===== config.mk =====
export PLATFORM = sky130hd
export DESIGN_NAME = ypcs_ctrl
export DESIGN_NICKNAME = d
export VERILOG_FILES = /design/src/hdl/ypcs_pkg.sv /design/src/hdl/ypcs_ctrl.sv
export SDC_FILE = /design/constraint.sdc
export NUM_CORES = 1
export LEC_CHECK = 0
export BUFFER_PORTS_ARGS = -buffer_cell sky130_fd_sc_hd__buf_2
export CORE_AREA = 2 2 39 41
export CTS_CLUSTER_DIAMETER = 150
export CTS_CLUSTER_SIZE = 10
export DETAILED_ROUTE_END_ITERATION = 16
export DIE_AREA = 0 0 41 43
export PLACE_DENSITY = 0.51
export SYNTH_ARGS = -nofsm -noshare
export SYNTH_HDL_FRONTEND = slang
export SYNTH_SLANG_ARGS = --single-unit

===== constraint.sdc =====
create_clock -name clk_i -period 1 [get_ports clk_i]
set_input_delay 0 -clock clk_i [delete_from_list [all_inputs] [get_ports clk_i]]
set_output_delay 0 -clock clk_i [all_outputs]
set_load 0.005 [all_outputs]

===== src/hdl/ypcs_pkg.sv =====
// Shared types, constants and coefficients of the YIQ contrast stretch pipeline.
package ypcs_pkg;

  localparam int unsigned PIX_W     = 8;
  localparam int unsigned CFG_IDX_W = 3;

  // Pipeline split: front end (luma, chroma, segment numerator), back end (divide, recombine)
  localparam int unsigned FRONT_STAGES = 3;
  localparam int unsigned BACK_STAGES  = 5;
  localparam int unsigned NUM_STAGES   = FRONT_STAGES + BACK_STAGES;

  // Datapath widths
  localparam int unsigned LUMA_W      = 16;  // Y in Q8, unsigned before the offset
  localparam int unsigned YQ8_W       = 18;  // signed Q8 luminance and color differences
  localparam int unsigned CHROMA_W    = 18;  // I and Q in Q8
  localparam int unsigned NUM_W       = 28;  // rise * (Yb - x0)
  localparam int unsigned MAG_W       = 25;  // dividend magnitude
  localparam int unsigned RECIP_SHIFT = 25;
  localparam int unsigned RECIP_W     = RECIP_SHIFT + 1;
  localparam int unsigned PROD_W      = MAG_W + RECIP_W;
  localparam int unsigned QUO_W       = PROD_W - RECIP_SHIFT;
  localparam int unsigned CHK_W       = QUO_W + PIX_W;
  localparam int unsigned TERM_W      = 20;  // chroma contribution to one channel
  localparam int unsigned YM_W        = 27;  // mapped luminance and output channels, Q8

  // Q2.12 coefficients
  localparam int Y_R = 1225;
  localparam int Y_G = 2404;
  localparam int Y_B = 467;
  localparam int I_R = 2908;
  localparam int I_B = -1106;
  localparam int Q_R = 1966;
  localparam int Q_B = 1679;
  localparam int R_I = 3916;
  localparam int R_Q = 2540;
  localparam int G_I = -1114;
  localparam int G_Q = -2650;
  localparam int B_I = -4538;
  localparam int B_Q = 6984;

  typedef enum logic [CFG_IDX_W-1:0] {
    REG_BRIGHTNESS = 3'd0,
    REG_LOW_IN     = 3'd1,
    REG_LOW_OUT    = 3'd2,
    REG_HIGH_IN    = 3'd3,
    REG_HIGH_OUT   = 3'd4
  } cfg_reg_e;

  typedef struct packed {
    logic signed [PIX_W-1:0] brightness_offset;
    logic [PIX_W-1:0]        low_in;
    logic [PIX_W-1:0]        low_out;
    logic [PIX_W-1:0]        high_in;
    logic [PIX_W-1:0]        high_out;
  } cfg_t;

  localparam cfg_t CFG_RESET = '{
    brightness_offset: 8'sd0,
    low_in:            8'd40,
    low_out:           8'd70,
    high_in:           8'd90,
    high_out:          8'd150
  };

  // Front end hands this to the back end
  typedef struct packed {
    logic signed [CHROMA_W-1:0] ci;
    logic signed [CHROMA_W-1:0] cq;
    logic signed [NUM_W-1:0]    num;
    logic [PIX_W-1:0]           t0;
    logic [PIX_W-1:0]           run;
  } front_t;

endpackage


===== src/hdl/ypcs_ctrl.sv =====
// Valid bits and per-stage advance enables of the pipeline.
module ypcs_ctrl import ypcs_pkg::*; (
  input  logic                  clk_i,
  input  logic                  rst_ni,
  input  logic                  in_valid_i,
  output logic                  in_ready_o,
  output logic                  out_valid_o,
  input  logic                  out_ready_i,
  output logic [NUM_STAGES-1:0] en_o
);

  logic [NUM_STAGES-1:0] vld_q, vld_d;
  logic [NUM_STAGES-1:0] en;

  // A stage advances when it is empty or the stage after it advances
  assign en[NUM_STAGES-1] = ~vld_q[NUM_STAGES-1] | out_ready_i;
  for (genvar k = 0; k < NUM_STAGES - 1; k++) begin : g_en
    assign en[k] = ~vld_q[k] | en[k+1];
  end

  assign vld_d = (en & {vld_q[NUM_STAGES-2:0], in_valid_i}) | (~en & vld_q);

  always_ff @(posedge clk_i or negedge rst_ni) begin
    if (!rst_ni) begin
      vld_q <= '0;
    end else begin
      vld_q <= vld_d;
    end
  end

  assign in_ready_o  = en[0];
  assign out_valid_o = vld_q[NUM_STAGES-1];
  assign en_o        = en;

endmodule


==> metrics.txt <==
Tcrit/Tclk final=120%; WL/cell=11.3 um; P_leak=0.290 nW; I/O Pins=14; R2R depth=4; critical path's slowest cell=dfrtp_1; Area Growth Syn to Fin=73.8%; asr flop ratio synth=100%; first-pass GRT wire length=1370 um; area of the die=1760 um2; Post-synth EDFFs=0; Cell Area, Synth=353 um2; total CTS buffers=3; Die Ht=43 um; Remaining Overflow, GRT=0; Die W=41 um; DRC=0; CTS clk-pin slew, worst paths=0.05 ns; Slew Viols, Final=0; Cell Chain, Critical Path=and4b_2 -> buf_4 -> buf_6 -> a31o_1; setup_tns=-2.03 ns; synth cell count leaders=dfrtp_1 (8), a31o_1 (3), nand2b_1 (3), nand3_1 (3), nand2_1 (2); HP Class=primary input to async pin; Layout Nets=66; status=complete, but fails checks; DR vias/cell=4.63; synth top area cells=dfrtp_1 (57%), a31o_1 (7.4%), nand2b_1 (5.3%), nand3_1 (4.3%), buf_6 (3.2%); Post-Syn Instances=30; largest area contributor in the netlist=dfrtp_1; Fin. Hold Viols=0; Worst setup SP type=register; Initial DRC Count=2; Mean Syn Cell Area=11.8 um2; dominant cell by count in the synthesized netlist=dfrtp_1; Netlist cell types=16; WP data required=1.13 ns; vias in the first global route=352; RD Place Congestion=0.667; Finish-stage setup viols=16; Post-Syn Nets=34; Hold WS=0.122 ns; Yosys top cell area share=56.7%; GRT Util Overall=12.0%; layout cells sized above 1=65.0%; kind of critical path=register to register; ANT cells=0; unrepaired setup endpoints after global routing=yes; Post-DRT Antenna Nets=0; Critical Path AT=1.34 ns; worst-case clock skew=0.00284 ns; Via Count=352; MaxCap Viol Count=0; post-synthesis sequential area ratio=56.7%; dpl hpwl=539 um; clock latency at the later pin of the worst-skew pair=0.25 ns; Max transition margin=87.9%; initial antenna violation count=0; Syn. warnings=0; clk buf depth=2; power per cell area=1770 nW/um2; failing checks=negative setup slack; min cycle time layout=1.20 ns; DRT Pass-1 Iters=2; crit-path max cell delay=0.38 ns; largest net degree at the start of global routing=9; crit end category=register; flops & latches, synth=8; ys flop type=dfrtp_1; final wirelength=862 um; Root Buffer Master=clkbuf_4; std cell rows=14; CTS tree=yes; TritonCTS Sinks=8; Initial Util=25.5%; peak supply drop=0.000755 V; CP Max Fanout=7; final core utilization=44.3%; port buffer count=13; core area=1380 um2; H-tree depth=1; fmax=831 MHz; actual slew at the worst max-slew pin=0.181 ns; setup ws final=-0.204 ns
-- worst max-delay path: cells and delay by family (launching register included) --
family	cells	cell delay, ns
simple gates	1	0.30
buf+inv	2	0.25
flops	1	0.38
compound gates	1	0.16
-- per-layer routing --
metal | part of all wire, % | global-route usage (%) | wire length [um] | vias up
met3 | 6.0 | 4.71 | 52 | 0
li1 | - | - | - | 168
met1 | 42 | 14.2 | 365 | 172
met2 | 51 | 17.8 | 443 | 12
met4 | 0 | 6.00 | 0 | 0
met5 | 0 | 0 | 0 | -
-- through the flow --
step           setup slack [ns]  std cells  total power (W)  instance area, um2
2_1_floorplan           -0.0162         30         0.000580                 353
3_3_place_gp            0.00427         62         0.000706                 459
3_5_place_dp            -0.0222         62         0.000710                 459
4_1_cts                  -0.192         73          0.00106                 579
5_1_grt                  -0.290         76          0.00117                 613
6_report                 -0.204         76          0.00109                 613
-- area by class of cell --
class	instances	area, um2
Fill cell	145	771
Timing Repair Buffer	30	223
Inverter	1	3.75
Tap cell	16	20.0
Sequential cell	8	200
Multi-Input combinational cell	18	144
Clock buffer	3	22.5
-- cell families (layout without fill, tap and decap cells) --
group	count (synthesis)	after routing	synth area share, %
buffers and inverters	4	34	7.80
AND/OR/NAND/NOR	12	12	20.6
AO/OA/AOI/OAI	6	6	14.9
flip-flops	8	8	56.7
-- path summary, 6_finish.rpt --
kind | endpoint | slack, ns | start
max reg2reg | register | -0.20 | register
min reg2reg | register | 0.47 | register
max | register | -0.20 | register
min in group clk_i | register | 0.15 | out_ready_i
min | async pin | 0.12 | rst_ni
max in group asynchronous | async pin | 0.71 | rst_ni
-- repair_timing --
item | in CTS | in global routing
endpoints found under the setup margin | 10 | 16
pin swaps | 8 | 1
endpoints found under the hold margin | 9 | 0
buffers inserted | 6 | 4
gates resized for setup | 9 | 5
hold buffers | 2 | 0
-- layout by cell type (no fill, tap or decap), types with 2 or more instances in the layout --
cell type	n
a31o_1	3
buf_2	12
buf_4	10
buf_6	6
clkbuf_4	3
dfrtp_1	8
dlygate4sd3_1	2
nand2b_1	2
nand3_1	2
-- where the power goes --
group	total [W]	internal (W)	switching [W]
registers	0.000412	0.000378	0.0000338
logic	0.000440	0.000265	0.000175
clock network	0.000237	0.000137	0.000100
total	0.00109	0.000779	0.000309
(Power assumes the default switching activity.)
