===== src/hdl/ypcs_pkg.sv =====
// Shared types, constants and coefficients of the YIQ contrast stretch pipeline.
package ypcs_pkg;

  localparam int unsigned PIX_W     = 8;
  localparam int unsigned CFG_IDX_W = 3;

  // Pipeline split: front end (luma, chroma, segment numerator), back end (divide, recombine)
  localparam int unsigned FRONT_STAGES = 3;
  localparam int unsigned BACK_STAGES  = 5;
  localparam int unsigned NUM_STAGES   = FRONT_STAGES + BACK_STAGES;

  // Datapath widths
  localparam int unsigned LUMA_W      = 16;  // Y in Q8, unsigned before the offset
  localparam int unsigned YQ8_W       = 18;  // signed Q8 luminance and color differences
  localparam int unsigned CHROMA_W    = 18;  // I and Q in Q8
  localparam int unsigned NUM_W       = 28;  // rise * (Yb - x0)
  localparam int unsigned MAG_W       = 25;  // dividend magnitude
  localparam int unsigned RECIP_SHIFT = 25;
  localparam int unsigned RECIP_W     = RECIP_SHIFT + 1;
  localparam int unsigned PROD_W      = MAG_W + RECIP_W;
  localparam int unsigned QUO_W       = PROD_W - RECIP_SHIFT;
  localparam int unsigned CHK_W       = QUO_W + PIX_W;
  localparam int unsigned TERM_W      = 20;  // chroma contribution to one channel
  localparam int unsigned YM_W        = 27;  // mapped luminance and output channels, Q8

  // Q2.12 coefficients
  localparam int Y_R = 1225;
  localparam int Y_G = 2404;
  localparam int Y_B = 467;
  localparam int I_R = 2908;
  localparam int I_B = -1106;
  localparam int Q_R = 1966;
  localparam int Q_B = 1679;
  localparam int R_I = 3916;
  localparam int R_Q = 2540;
  localparam int G_I = -1114;
  localparam int G_Q = -2650;
  localparam int B_I = -4538;
  localparam int B_Q = 6984;

  typedef enum logic [CFG_IDX_W-1:0] {
    REG_BRIGHTNESS = 3'd0,
    REG_LOW_IN     = 3'd1,
    REG_LOW_OUT    = 3'd2,
    REG_HIGH_IN    = 3'd3,
    REG_HIGH_OUT   = 3'd4
  } cfg_reg_e;

  typedef struct packed {
    logic signed [PIX_W-1:0] brightness_offset;
    logic [PIX_W-1:0]        low_in;
    logic [PIX_W-1:0]        low_out;
    logic [PIX_W-1:0]        high_in;
    logic [PIX_W-1:0]        high_out;
  } cfg_t;

  localparam cfg_t CFG_RESET = '{
    brightness_offset: 8'sd0,
    low_in:            8'd40,
    low_out:           8'd70,
    high_in:           8'd90,
    high_out:          8'd150
  };

  // Front end hands this to the back end
  typedef struct packed {
    logic signed [CHROMA_W-1:0] ci;
    logic signed [CHROMA_W-1:0] cq;
    logic signed [NUM_W-1:0]    num;
    logic [PIX_W-1:0]           t0;
    logic [PIX_W-1:0]           run;
  } front_t;

endpackage


===== src/hdl/ypcs_if.sv =====


interface ypcs_cfg_if import ypcs_pkg::*; ();
  logic                 valid;
  logic                 ready;
  logic [CFG_IDX_W-1:0] index;
  logic [PIX_W-1:0]     data;

  modport source (output valid, index, data, input ready);
  modport sink   (input valid, index, data, output ready);
endinterface


===== src/hdl/ypcs_cfg.sv =====
// Configuration register file.
module ypcs_cfg import ypcs_pkg::*; (
  input  logic     clk_i,
  input  logic     rst_ni,
  ypcs_cfg_if.sink cfg_i,
  output cfg_t     cfg_o
);

  cfg_t cfg_q, cfg_d;

  assign cfg_i.ready = 1'b1;
  assign cfg_o       = cfg_q;

  always_comb begin
    cfg_d = cfg_q;
    if (cfg_i.valid) begin
      unique case (cfg_reg_e'(cfg_i.index))
        REG_BRIGHTNESS: cfg_d.brightness_offset = $signed(cfg_i.data);
        REG_LOW_IN:     cfg_d.low_in            = cfg_i.data;
        REG_LOW_OUT:    cfg_d.low_out           = cfg_i.data;
        REG_HIGH_IN:    cfg_d.high_in           = cfg_i.data;
        REG_HIGH_OUT:   cfg_d.high_out          = cfg_i.data;
        default:        ;  // drop writes past the last register
      endcase
    end
  end

  always_ff @(posedge clk_i or negedge rst_ni) begin
    if (!rst_ni) begin
      cfg_q <= CFG_RESET;
    end else begin
      cfg_q <= cfg_d;
    end
  end

endmodule


===== src/flat_wrapper.sv =====
// flat-port wrapper written by rule: the top's interface ports become plain ports
module ypcs_cfg_flat import ypcs_pkg::*;
  (clk_i, rst_ni, cfg_o, cfg_i_valid, cfg_i_index, cfg_i_data, cfg_i_ready);
  ypcs_cfg_if cfg_i_i ();
  input  logic clk_i;
  input  logic rst_ni;
  output cfg_t cfg_o;
  input wire logic [$bits(cfg_i_i.valid)-1:0] cfg_i_valid;
  input wire logic [$bits(cfg_i_i.index)-1:0] cfg_i_index;
  input wire logic [$bits(cfg_i_i.data)-1:0] cfg_i_data;
  output wire logic [$bits(cfg_i_i.ready)-1:0] cfg_i_ready;
  assign cfg_i_i.valid = cfg_i_valid;
  assign cfg_i_i.index = cfg_i_index;
  assign cfg_i_i.data = cfg_i_data;
  assign cfg_i_ready = cfg_i_i.ready;
  ypcs_cfg u_core (.clk_i(clk_i), .rst_ni(rst_ni), .cfg_i(cfg_i_i), .cfg_o(cfg_o));
endmodule

===== config.mk =====
export PLATFORM = sky130hd
export DESIGN_NAME = ypcs_cfg_flat
export DESIGN_NICKNAME = d
export VERILOG_FILES = /design/src/hdl/ypcs_pkg.sv /design/src/hdl/ypcs_if.sv /design/src/hdl/ypcs_cfg.sv /design/src/flat_wrapper.sv
export SDC_FILE = /design/constraint.sdc
export NUM_CORES = 1
export LEC_CHECK = 0
export BUFFER_PORTS_ARGS = -buffer_cell sky130_fd_sc_hd__buf_4
export CORE_MARGIN = 2
export CORE_UTILIZATION = 48
export DETAILED_ROUTE_END_ITERATION = 16
export HOLD_SLACK_MARGIN = 0.05
export PLACE_DENSITY = 0.78
export SLEW_MARGIN = 20
export SYNTH_ARGS = -nofsm -noshare
export SYNTH_HDL_FRONTEND = slang
export SYNTH_SLANG_ARGS = --single-unit

===== constraint.sdc =====
create_clock -name clk_i -period 1 [get_ports clk_i]
set_clock_uncertainty 0.2 [all_clocks]
set_input_delay 0.05 -clock clk_i [delete_from_list [all_inputs] [get_ports clk_i]]
set_output_delay 0.05 -clock clk_i [all_outputs]
set_load 0.01 [all_outputs]

==> key figures <==
Run status
  • Status: finished with violations
  • Failing checks: hold timing, setup timing

Setup path
  • Crit-path leading delay family: flip-flops
  • Arrival @ worst endpoint: 1030 ps
  • CP max stage cell: dfstp_2
  • CP Cell Sequence: buf_6
  • CP peak stage delay: 570 ps
  • Crit Path Category: reg -> out
  • CP Buf/Inv Count: 1
  • CP max FO: 2
  • CP startpoint kind: flip-flop
  • Worst Path Required: 750 ps
  • Worst Setup End Kind: output port

Floorplan
  • FP Rows: 20
  • Die X: 61.04 um
  • Io pins: 55
  • Die ar.: 3725 um2
  • Die Y: 61.04 um
  • Starting density of the core: 0.5073
  • Core Region: 3078 um2

Synthesis
  • Synthesized cell area: 1561 um2
  • Top_reg_cell synth: dfrtp_1
  • Yosys top cell area share: 0.4327
  • Leading cell type by number of instances after synthesis: mux2_2
  • Syn Area/Cell: 17.35 um2
  • Area contributors post-synth: dfrtp_1 (43%), mux2_2 (29%), dfstp_2 (22%)
  • Ys Warns: 0
  • Cell count after synthesis: 90
  • Flops & latches, synth: 40
  • Synth unique cells: 10
  • Asr flop ratio synth: 1.000
  • Synth top cells by count: mux2_2 (40), dfrtp_1 (27), dfstp_2 (13)
  • Number of flops mapped to enable cells by yosys: 0
  • Post-synth top area cell: dfrtp_1
  • Seq/Total Area, Yosys: 0.6514
  • Net count after synthesis: 104

Clock tree
  • CTS max path bufs: 2
  • Worst-path clk slew: 110 ps
  • CTS tree: yes
  • Clock Latency Late Sink: 340 ps
  • Htree depth: 2
  • CTS Hold Bufs: 9
  • Clk root buf: clkbuf_4
  • Clk sinks: 40
  • CTS buffer count: 5

Flow run
  • Max Cap Viol: 0

Drt
  • Routed vias: 1,119
  • Drt drc: 0
  • Drt total wl: 4.111 mm
  • Iter 0 DRT Violations: 30
  • Routed len/inst: 17.95 um
  • Vias per cell: 4.886
  • DRT Pass-1 Iters: 3
  • Routed Antenna Nets: 0

Global route
  • Largest net degree at the start of global routing: 41
  • Initial antenna violation count: 0
  • Total track usage: 0.2375
  • Global-route wire length before repair: 6.078 mm
  • Vias in the first global route: 1,232
  • GRT Residual Overflow: 0

Timing
  • Fmax: 0.7825 GHz
  • Worst setup margin: -277.9 ps
  • Worst Hold Slack: -11.38 ps
  • Final Cycle Share: 1.278
  • Setup Viol. Count Final: 60
  • RSZ-0062 raised after global routing: true
  • Hold Fails Final Rpt: 11
  • Minimum clock period after layout: 1278 ps
  • Max Slew Vio Count: 0

Min path
  • Hold crit path type: in -> async

Power
  • Leak: 1.273 nW
  • Max IR drop VDD: 1253 uV
  • PwrDens: 1949 nW/um2
  • Tot Pwr: 5.203 mW

Final layout
  • Fin util: 0.8675
  • P&R area growth vs syn: 70.99%
  • N_diodes: 0
  • Finished Layout Cells: 229
  • Final #Nets: 198
  • Fillers: 140
  • Largest register FFs: 40
  • Area of the multi-input gates: 638.1 um2
  • Seq. cell area: 1017 um2
  • Layout cell share with drive strength beyond 1: 0.7838

Place
  • IO buf count: 53
  • Pre-CTS setup slack: -340.9 ps
  • Hpwl dp: 2.554 mm
  • Placed cell count: 194
  • GPL Wtd Cong: 0.7308
-- logic make-up (layout without fill, tap and decap cells) --
logic type	Yosys count	in the layout	share of synthesized area
and+or+nand+nor	5	5	0.04327
buffers and inverters	4	99	0.01442
other	1	1	0.002402
DFF	40	40	0.6514
muxes	40	40	0.2885
-- what timing repair did --
item                       4_1_cts  5_1_grt
cloned                           0        0
pin swaps                        0        0
resized for setup               43       12
hold endpoints to repair        80       27
setup buffers                   16        3
setup endpoints to repair       40       63
-- final cells by class --
| cell class | instances | area share |
|---|---|---|
| Clock buffer | 8 | 0.02202 |
| Multi-Input combinational cell | 46 | 0.2390 |
| Sequential cell | 40 | 0.3810 |
| Tap cell | 44 | 0.02062 |
| Timing Repair Buffer | 91 | 0.3374 |
-- cells in the final DEF (no fill, tap or decap), drive strengths merged --
cell,synthesis,routed
and4bb,2,2
buf,4,82
clkbuf,0,8
conb,1,1
dfrtp,27,27
dfstp,13,13
dlygate4sd3,0,9
mux2,40,40
nand4b,1,1
nor4b,1,1
nor4bb,1,1
-- final timing paths --
path                                       from                to  slack, ps  depth (start not counted)
worst min register to register  u_core.cfg_o[8]   u_core.cfg_o[8]        350                          1
worst max register to register  u_core.cfg_o[0]   u_core.cfg_o[0]       -130                          2
worst max-delay path            u_core.cfg_o[7]          cfg_o[7]       -280                          1
min in group clk_i               cfg_i_index[1]  u_core.cfg_o[31]         40                          4
worst min-delay path                     rst_ni  u_core.cfg_o[15]        -10                          2
max in group asynchronous                rst_ni   u_core.cfg_o[4]        240                          2
-- power breakdown --
part	switching (mW)	leakage [nW]	internal (mW)
combinational	0.601	0.780	1.38
sequential	0.310	0.461	2.06
clock	0.505	0.0326	0.347
-- stage by stage --
| stage | TNS [ps] | hold slack (ps) | area, um2 |
|---|---|---|---|
| 2_1_floorplan | -4189 | -445.6 | 1667 |
| 3_3_place_gp | -10150 | -164.1 | 2180 |
| 3_5_place_dp | -10420 | -154.3 | 2180 |
| 4_1_cts | -8586 | 3.707 | 2610 |
| 5_1_grt | -10790 | 37.00 | 2670 |
| 6_report | -8967 | -11.38 | 2670 |
-- per-layer routing --
layer,vias to the layer above,share of wire,global-route usage
li1,505,-,-
met1,570,0.38,0.2688
met2,34,0.55,0.4195
met3,10,0.045,0.08403
met4,0,0.022,0.07453
met5,-,0,0
Note: power is estimated with default switching activity, not from simulation.
