## src/hdl/ypcs_pkg.sv

```systemverilog
// Shared types, constants and coefficients of the YIQ contrast stretch pipeline.
package ypcs_pkg;

  localparam int unsigned PIX_W     = 8;
  localparam int unsigned CFG_IDX_W = 3;

  // Pipeline split: front end (luma, chroma, segment numerator), back end (divide, recombine)
  localparam int unsigned FRONT_STAGES = 3;
  localparam int unsigned BACK_STAGES  = 5;
  localparam int unsigned NUM_STAGES   = FRONT_STAGES + BACK_STAGES;

  // Datapath widths
  localparam int unsigned LUMA_W      = 16;  // Y in Q8, unsigned before the offset
  localparam int unsigned YQ8_W       = 18;  // signed Q8 luminance and color differences
  localparam int unsigned CHROMA_W    = 18;  // I and Q in Q8
  localparam int unsigned NUM_W       = 28;  // rise * (Yb - x0)
  localparam int unsigned MAG_W       = 25;  // dividend magnitude
  localparam int unsigned RECIP_SHIFT = 25;
  localparam int unsigned RECIP_W     = RECIP_SHIFT + 1;
  localparam int unsigned PROD_W      = MAG_W + RECIP_W;
  localparam int unsigned QUO_W       = PROD_W - RECIP_SHIFT;
  localparam int unsigned CHK_W       = QUO_W + PIX_W;
  localparam int unsigned TERM_W      = 20;  // chroma contribution to one channel
  localparam int unsigned YM_W        = 27;  // mapped luminance and output channels, Q8

  // Q2.12 coefficients
  localparam int Y_R = 1225;
  localparam int Y_G = 2404;
  localparam int Y_B = 467;
  localparam int I_R = 2908;
  localparam int I_B = -1106;
  localparam int Q_R = 1966;
  localparam int Q_B = 1679;
  localparam int R_I = 3916;
  localparam int R_Q = 2540;
  localparam int G_I = -1114;
  localparam int G_Q = -2650;
  localparam int B_I = -4538;
  localparam int B_Q = 6984;

  typedef enum logic [CFG_IDX_W-1:0] {
    REG_BRIGHTNESS = 3'd0,
    REG_LOW_IN     = 3'd1,
    REG_LOW_OUT    = 3'd2,
    REG_HIGH_IN    = 3'd3,
    REG_HIGH_OUT   = 3'd4
  } cfg_reg_e;

  typedef struct packed {
    logic signed [PIX_W-1:0] brightness_offset;
    logic [PIX_W-1:0]        low_in;
    logic [PIX_W-1:0]        low_out;
    logic [PIX_W-1:0]        high_in;
    logic [PIX_W-1:0]        high_out;
  } cfg_t;

  localparam cfg_t CFG_RESET = '{
    brightness_offset: 8'sd0,
    low_in:            8'd40,
    low_out:           8'd70,
    high_in:           8'd90,
    high_out:          8'd150
  };

  // Front end hands this to the back end
  typedef struct packed {
    logic signed [CHROMA_W-1:0] ci;
    logic signed [CHROMA_W-1:0] cq;
    logic signed [NUM_W-1:0]    num;
    logic [PIX_W-1:0]           t0;
    logic [PIX_W-1:0]           run;
  } front_t;

endpackage

```

## src/hdl/ypcs_front.sv

```systemverilog
// Front end: luma, color differences, segment select, chroma and segment numerator.
module ypcs_front import ypcs_pkg::*; (
  input  logic                    clk_i,
  input  logic [FRONT_STAGES-1:0] en_i,
  input  cfg_t                    cfg_i,
  input  logic [PIX_W-1:0]        red_i,
  input  logic [PIX_W-1:0]        green_i,
  input  logic [PIX_W-1:0]        blue_i,
  output front_t                  front_o
);

  localparam int unsigned YSUM_W = LUMA_W + 4;

  // Stage 0: luminance
  logic [YSUM_W-1:0] ysum;
  logic [LUMA_W-1:0] y0_q;
  logic [PIX_W-1:0]  red0_q, blue0_q;

  assign ysum = YSUM_W'(Y_R) * YSUM_W'(red_i) + YSUM_W'(Y_G) * YSUM_W'(green_i)
              + YSUM_W'(Y_B) * YSUM_W'(blue_i);

  always_ff @(posedge clk_i) begin
    if (en_i[0]) begin
      y0_q    <= ysum[YSUM_W-1:4];
      red0_q  <= red_i;
      blue0_q <= blue_i;
    end
  end

  // Stage 1: color differences, offset luminance, segment select
  logic signed [YQ8_W-1:0] y_s, dr, db, yb, l1_s, l2_s;
  logic [PIX_W-1:0]        x0, t0, run;
  logic signed [PIX_W:0]   rise;

  logic signed [YQ8_W-1:0] dr1_q, db1_q, yb1_q;
  logic [PIX_W-1:0]        x0_1_q, t0_1_q, run1_q;
  logic signed [PIX_W:0]   rise1_q;

  assign y_s  = $signed({2'b00, y0_q});
  assign dr   = $signed({2'b00, red0_q, 8'h00}) - y_s;
  assign db   = $signed({2'b00, blue0_q, 8'h00}) - y_s;
  assign yb   = y_s + $signed({{2{cfg_i.brightness_offset[PIX_W-1]}},
                               cfg_i.brightness_offset, 8'h00});
  assign l1_s = $signed({2'b00, cfg_i.low_in, 8'h00});
  assign l2_s = $signed({2'b00, cfg_i.high_in, 8'h00});

  always_comb begin
    priority if (yb <= l1_s) begin
      x0   = '0;
      t0   = '0;
      rise = $signed({1'b0, cfg_i.low_out});
      run  = cfg_i.low_in;
    end else if (yb <= l2_s) begin
      x0   = cfg_i.low_in;
      t0   = cfg_i.low_out;
      rise = $signed({1'b0, cfg_i.high_out}) - $signed({1'b0, cfg_i.low_out});
      run  = cfg_i.high_in - cfg_i.low_in;
    end else begin
      x0   = cfg_i.high_in;
      t0   = cfg_i.high_out;
      rise = 9'sd255 - $signed({1'b0, cfg_i.high_out});
      run  = 8'd255 - cfg_i.high_in;
    end
    // zero-width segment: flat at its starting output
    if (run == '0) begin
      rise = '0;
      run  = 8'd1;
    end
  end

  always_ff @(posedge clk_i) begin
    if (en_i[1]) begin
      dr1_q   <= dr;
      db1_q   <= db;
      yb1_q   <= yb;
      x0_1_q  <= x0;
      t0_1_q  <= t0;
      rise1_q <= rise;
      run1_q  <= run;
    end
  end

  // Stage 2: I, Q and the segment numerator
  logic signed [YQ8_W-1:0] rel;
  logic signed [NUM_W-1:0] num;
  logic signed [31:0]      ci_acc, cq_acc;
  front_t                  front_q;

  assign rel    = yb1_q - $signed({2'b00, x0_1_q, 8'h00});
  assign num    = NUM_W'(rise1_q) * NUM_W'(rel);
  assign ci_acc = 32'(dr1_q) * I_R + 32'(db1_q) * I_B;
  assign cq_acc = 32'(dr1_q) * Q_R + 32'(db1_q) * Q_B;

  always_ff @(posedge clk_i) begin
    if (en_i[2]) begin
      front_q.ci  <= ci_acc[12 +: CHROMA_W];
      front_q.cq  <= cq_acc[12 +: CHROMA_W];
      front_q.num <= num;
      front_q.t0  <= t0_1_q;
      front_q.run <= run1_q;
    end
  end

  assign front_o = front_q;

endmodule

```

## config.mk

```make
export PLATFORM = sky130hd
export DESIGN_NAME = ypcs_front
export DESIGN_NICKNAME = d
export VERILOG_FILES = /design/src/hdl/ypcs_pkg.sv /design/src/hdl/ypcs_front.sv
export SDC_FILE = /design/constraint.sdc
export NUM_CORES = 2
export LEC_CHECK = 0
export BUFFER_PORTS_ARGS = -buffer_cell sky130_fd_sc_hd__buf_2
export CORE_ASPECT_RATIO = 0.7
export CORE_MARGIN = 1.5
export CORE_UTILIZATION = 45
export DETAILED_ROUTE_END_ITERATION = 8
export SYNTH_ARGS = -nofsm -noshare
export SYNTH_HDL_FRONTEND = slang
export SYNTH_SLANG_ARGS = --single-unit
```

## constraint.sdc

```tcl
create_clock -name clk_i -period 23.5 [get_ports clk_i]
set_input_delay 7.05 -clock clk_i [delete_from_list [all_inputs] [get_ports clk_i]]
set_output_delay 7.05 -clock clk_i [all_outputs]
set_load 0.01 [all_outputs]
```

==> results.toml <==
[floorplan]
die_x_um = 333
io_pins = 148
coreArea_um2 = 75400
num_rows = 84
die_h_um = 234
initial_core_util = 0.456
die-area_um2 = 78100

[route]
drt-total-wl_mm = 78.7
drc = 0
highest_layer = "met5"
initialDrtViolationCount = 1551
avgViaCountPerCell = 4.95
wl_met1_mm = 42.1
vias = 22500
wl_met3_mm = 4.83
ant_nets = 0
wl_met2_mm = 31.3
drtPass1Iterations = 6
wl_per_cell_um = 17.3

[sta]
hold_violations = 0
setup_violations = 0
fin_tns_setup_ns = 0
worstMarginPinSlew_ns = 0.993
max-slew-margin-rel = 0.338
fin_crit_ns = 13.05
fin_crit_sh = 0.555
skew_ns = 0.0187
max_freq_mhz = 76.6
final-max-slew-violation-count = 0
rsz0062_at_grt = "false"

[placement]
dpl.hpwl_mm = 67.6
portBuffers = 147
place_inst = 4513
place.gp.congestion = 0.914
postPlaceCellArea_um2 = 36300

[critical_path]
cp.arrival_ns = 13.30
start_kind = "input pin"
worst-path-max-fanout = 5
critPathRequiredTime_ns = 23.75
path_class = "input pin to flip-flop"
regToRegSetupSlack_ns = 12.88
crit_path_end_kind = "flip-flop"

[grt]
grt_use_total = 0.212
grt_pass1_vias = 22400
grt-ovfl-total = 0
antenna_found_initial = 1
grt_pass1_wl_mm = 127
grt_max_degree = 77

[final_layout]
design_area_um2 = 36900
layoutNonFillerInstCount = 4546
syn_to_final_growth_pct = 7.46
drive_above_1_share = 0.0630
num-nets-final = 4705
final_util = 0.490

[cts]
cts-root-buf = "clkbuf_16"
clock_sinks = 187
h-tree-depth = 4
tritoncts = "built"
cts_buffers = 17
clkTransAtPathRegs_ns = 0.09
hold_buffers = 0
post-cts-setup-buffer-count = 0
cts_resized = 0
clockBufferDepth = 2
clk_latency_ns = 0.51

[logic_synthesis]
async_reset_ff_frac = 0
ys_warn_count = 0
synth_nets = 4560
synth_edf_count = 187
ys_seq_elements = 187
yosysSeqAreaShare = 0.163
syn_area_per_cell_um2 = 10.1
synth_cell_types = 74
netlist_instances = 3398
netlist_area_um2 = 34400
synth_flop_cell = "edfxtp_1"

[outcome]
status = "completed"

[worst_hold_path]
hold_class = "flip-flop to flip-flop"

[flow_run]
drv_cap = 0
==> sequential cells by signal, indices dropped and copies added (netlist names), 9 cells and up <==
signal,cells
rise1_q,9
y0_q,16
yb1_q,17
db1_q,9
front_o,79
dr1_q,17
==> path summary, 6_finish.rpt <==
check	startpoint	end	depth (start not counted)
worst max-delay path	green_i[3]	y0_q[15]	24
worst min-delay path	run1_q[1]	front_o[1]	0
worst min register to register	run1_q[1]	front_o[1]	0
worst max register to register	dr1_q[4]	front_o[61]	29
==> critical path, stage by stage <==
cell and delay, ns:
buf_2 0.15, ha_1 0.28, ha_1 0.27, inv_1 0.04, fa_1 0.48, inv_1 0.04, ha_1 0.30, ha_1 0.28
a21o_1 0.17, a21oi_1 0.22, xnor2_1 0.19, fa_1 0.49, fa_1 0.51, fa_1 0.54, inv_1 0.05, fa_1 0.37
ha_1 0.37, and4_1 0.24, o311a_1 0.15, nor2_1 0.16, a31oi_1 0.20, a211o_1 0.34, a21oi_1 0.17, xnor3_1 0.22
==> layer usage <==
layer / vias to the layer above / track usage
met5: - / 0
met4: 2 / 0.0267
met3: 31 / 0.0366
met2: 496 / 0.294
met1: 10900 / 0.346
li1: 11100 / -
==> layout by cell type (no fill, tap or decap), types with 8 or more instances in the layout <==
cell type / synthesis / routed
a211oi_1: 15 / 15
a21o_1: 53 / 53
a21oi_1: 116 / 116
a31oi_1: 22 / 22
and2_1: 58 / 58
and3_1: 11 / 11
buf_2: 3 / 145
buf_4: 1 / 14
clkbuf_16: 0 / 17
edfxtp_1: 187 / 187
fa_1: 551 / 551
ha_1: 543 / 543
inv_1: 924 / 924
mux2i_1: 14 / 14
nand2_1: 157 / 157
nand2b_1: 37 / 37
nand3_1: 26 / 26
nor2_1: 108 / 108
nor2b_1: 28 / 28
nor3_1: 44 / 44
o211ai_1: 12 / 12
o21a_1: 44 / 44
o21ai_0: 63 / 63
o21bai_1: 25 / 25
o221ai_1: 8 / 8
or2_2: 10 / 10
or3_1: 13 / 13
xnor2_1: 144 / 144
xor2_1: 53 / 53
==> kinds of logic after synthesis <==
kind of cell	synth area share
xor gates and xnor gates	0.0508
muxes	0.00517
and+or+nand+nor	0.0745
adders and majority gates	0.518
buffers and inverters	0.105
AOI/OAI and AO/OA	0.0828
DFF	0.163
==> synth_stat cells (all sizes together), types with 3 or more instances <==
library cell / instances / area share
o2111ai: 6 / 0.0015
a211oi: 16 / 0.0039
a21o: 55 / 0.012
xor2: 53 / 0.014
nand2b: 37 / 0.0067
and3: 11 / 0.0020
a22oi: 3 / 0.00066
a211o: 3 / 0.00076
or3: 13 / 0.0024
xnor2: 144 / 0.037
and4: 5 / 0.0013
o41ai: 3 / 0.00076
nor4: 5 / 0.0013
a21oi: 116 / 0.017
o221ai: 8 / 0.0020
o211ai: 12 / 0.0026
nand4: 5 / 0.00091
edfxtp: 187 / 0.16
a21boi: 7 / 0.0015
nor2b: 28 / 0.0051
a31oi: 22 / 0.0040
mux2i: 14 / 0.0041
fa: 551 / 0.32
clkbuf: 26 / 0.0028
o21ai: 64 / 0.0093
nor2: 109 / 0.012
and2: 58 / 0.011
o221a: 7 / 0.0023
o22ai: 3 / 0.00055
nand3: 26 / 0.0038
inv: 924 / 0.10
ha: 543 / 0.20
a2111oi: 6 / 0.0015
o21bai: 25 / 0.0055
mux2: 3 / 0.0011
o31a: 3 / 0.00076
a31o: 3 / 0.00076
nor3: 44 / 0.0064
nand2: 158 / 0.017
nor3b: 5 / 0.0011
or2: 10 / 0.0018
buf: 7 / 0.0012
o21a: 44 / 0.0096
==> area by class of cell <==
cell class	instances	area (µm²)
fill	6984	38400
multi-input combinational	2254	25200
sequential	187	5620
inverter	924	3470
tap	989	1240
timing repair buffer	159	831
clock buffer	17	425
clock inverter	15	206
antenna	1	2.50
==> stage by stage <==
step / worst slack [ns] / hold slack (ns)
2_1_floorplan: 10.52 / 0.400
3_3_place_gp: 10.05 / 0.402
3_5_place_dp: 9.90 / 0.405
4_1_cts: 10.46 / 0.412
5_1_grt: 10.13 / 0.428
6_report: 10.45 / 0.412
Power is not shown: default switching activity piles up to over one toggle a cycle in this logic, so the estimate is an artifact.
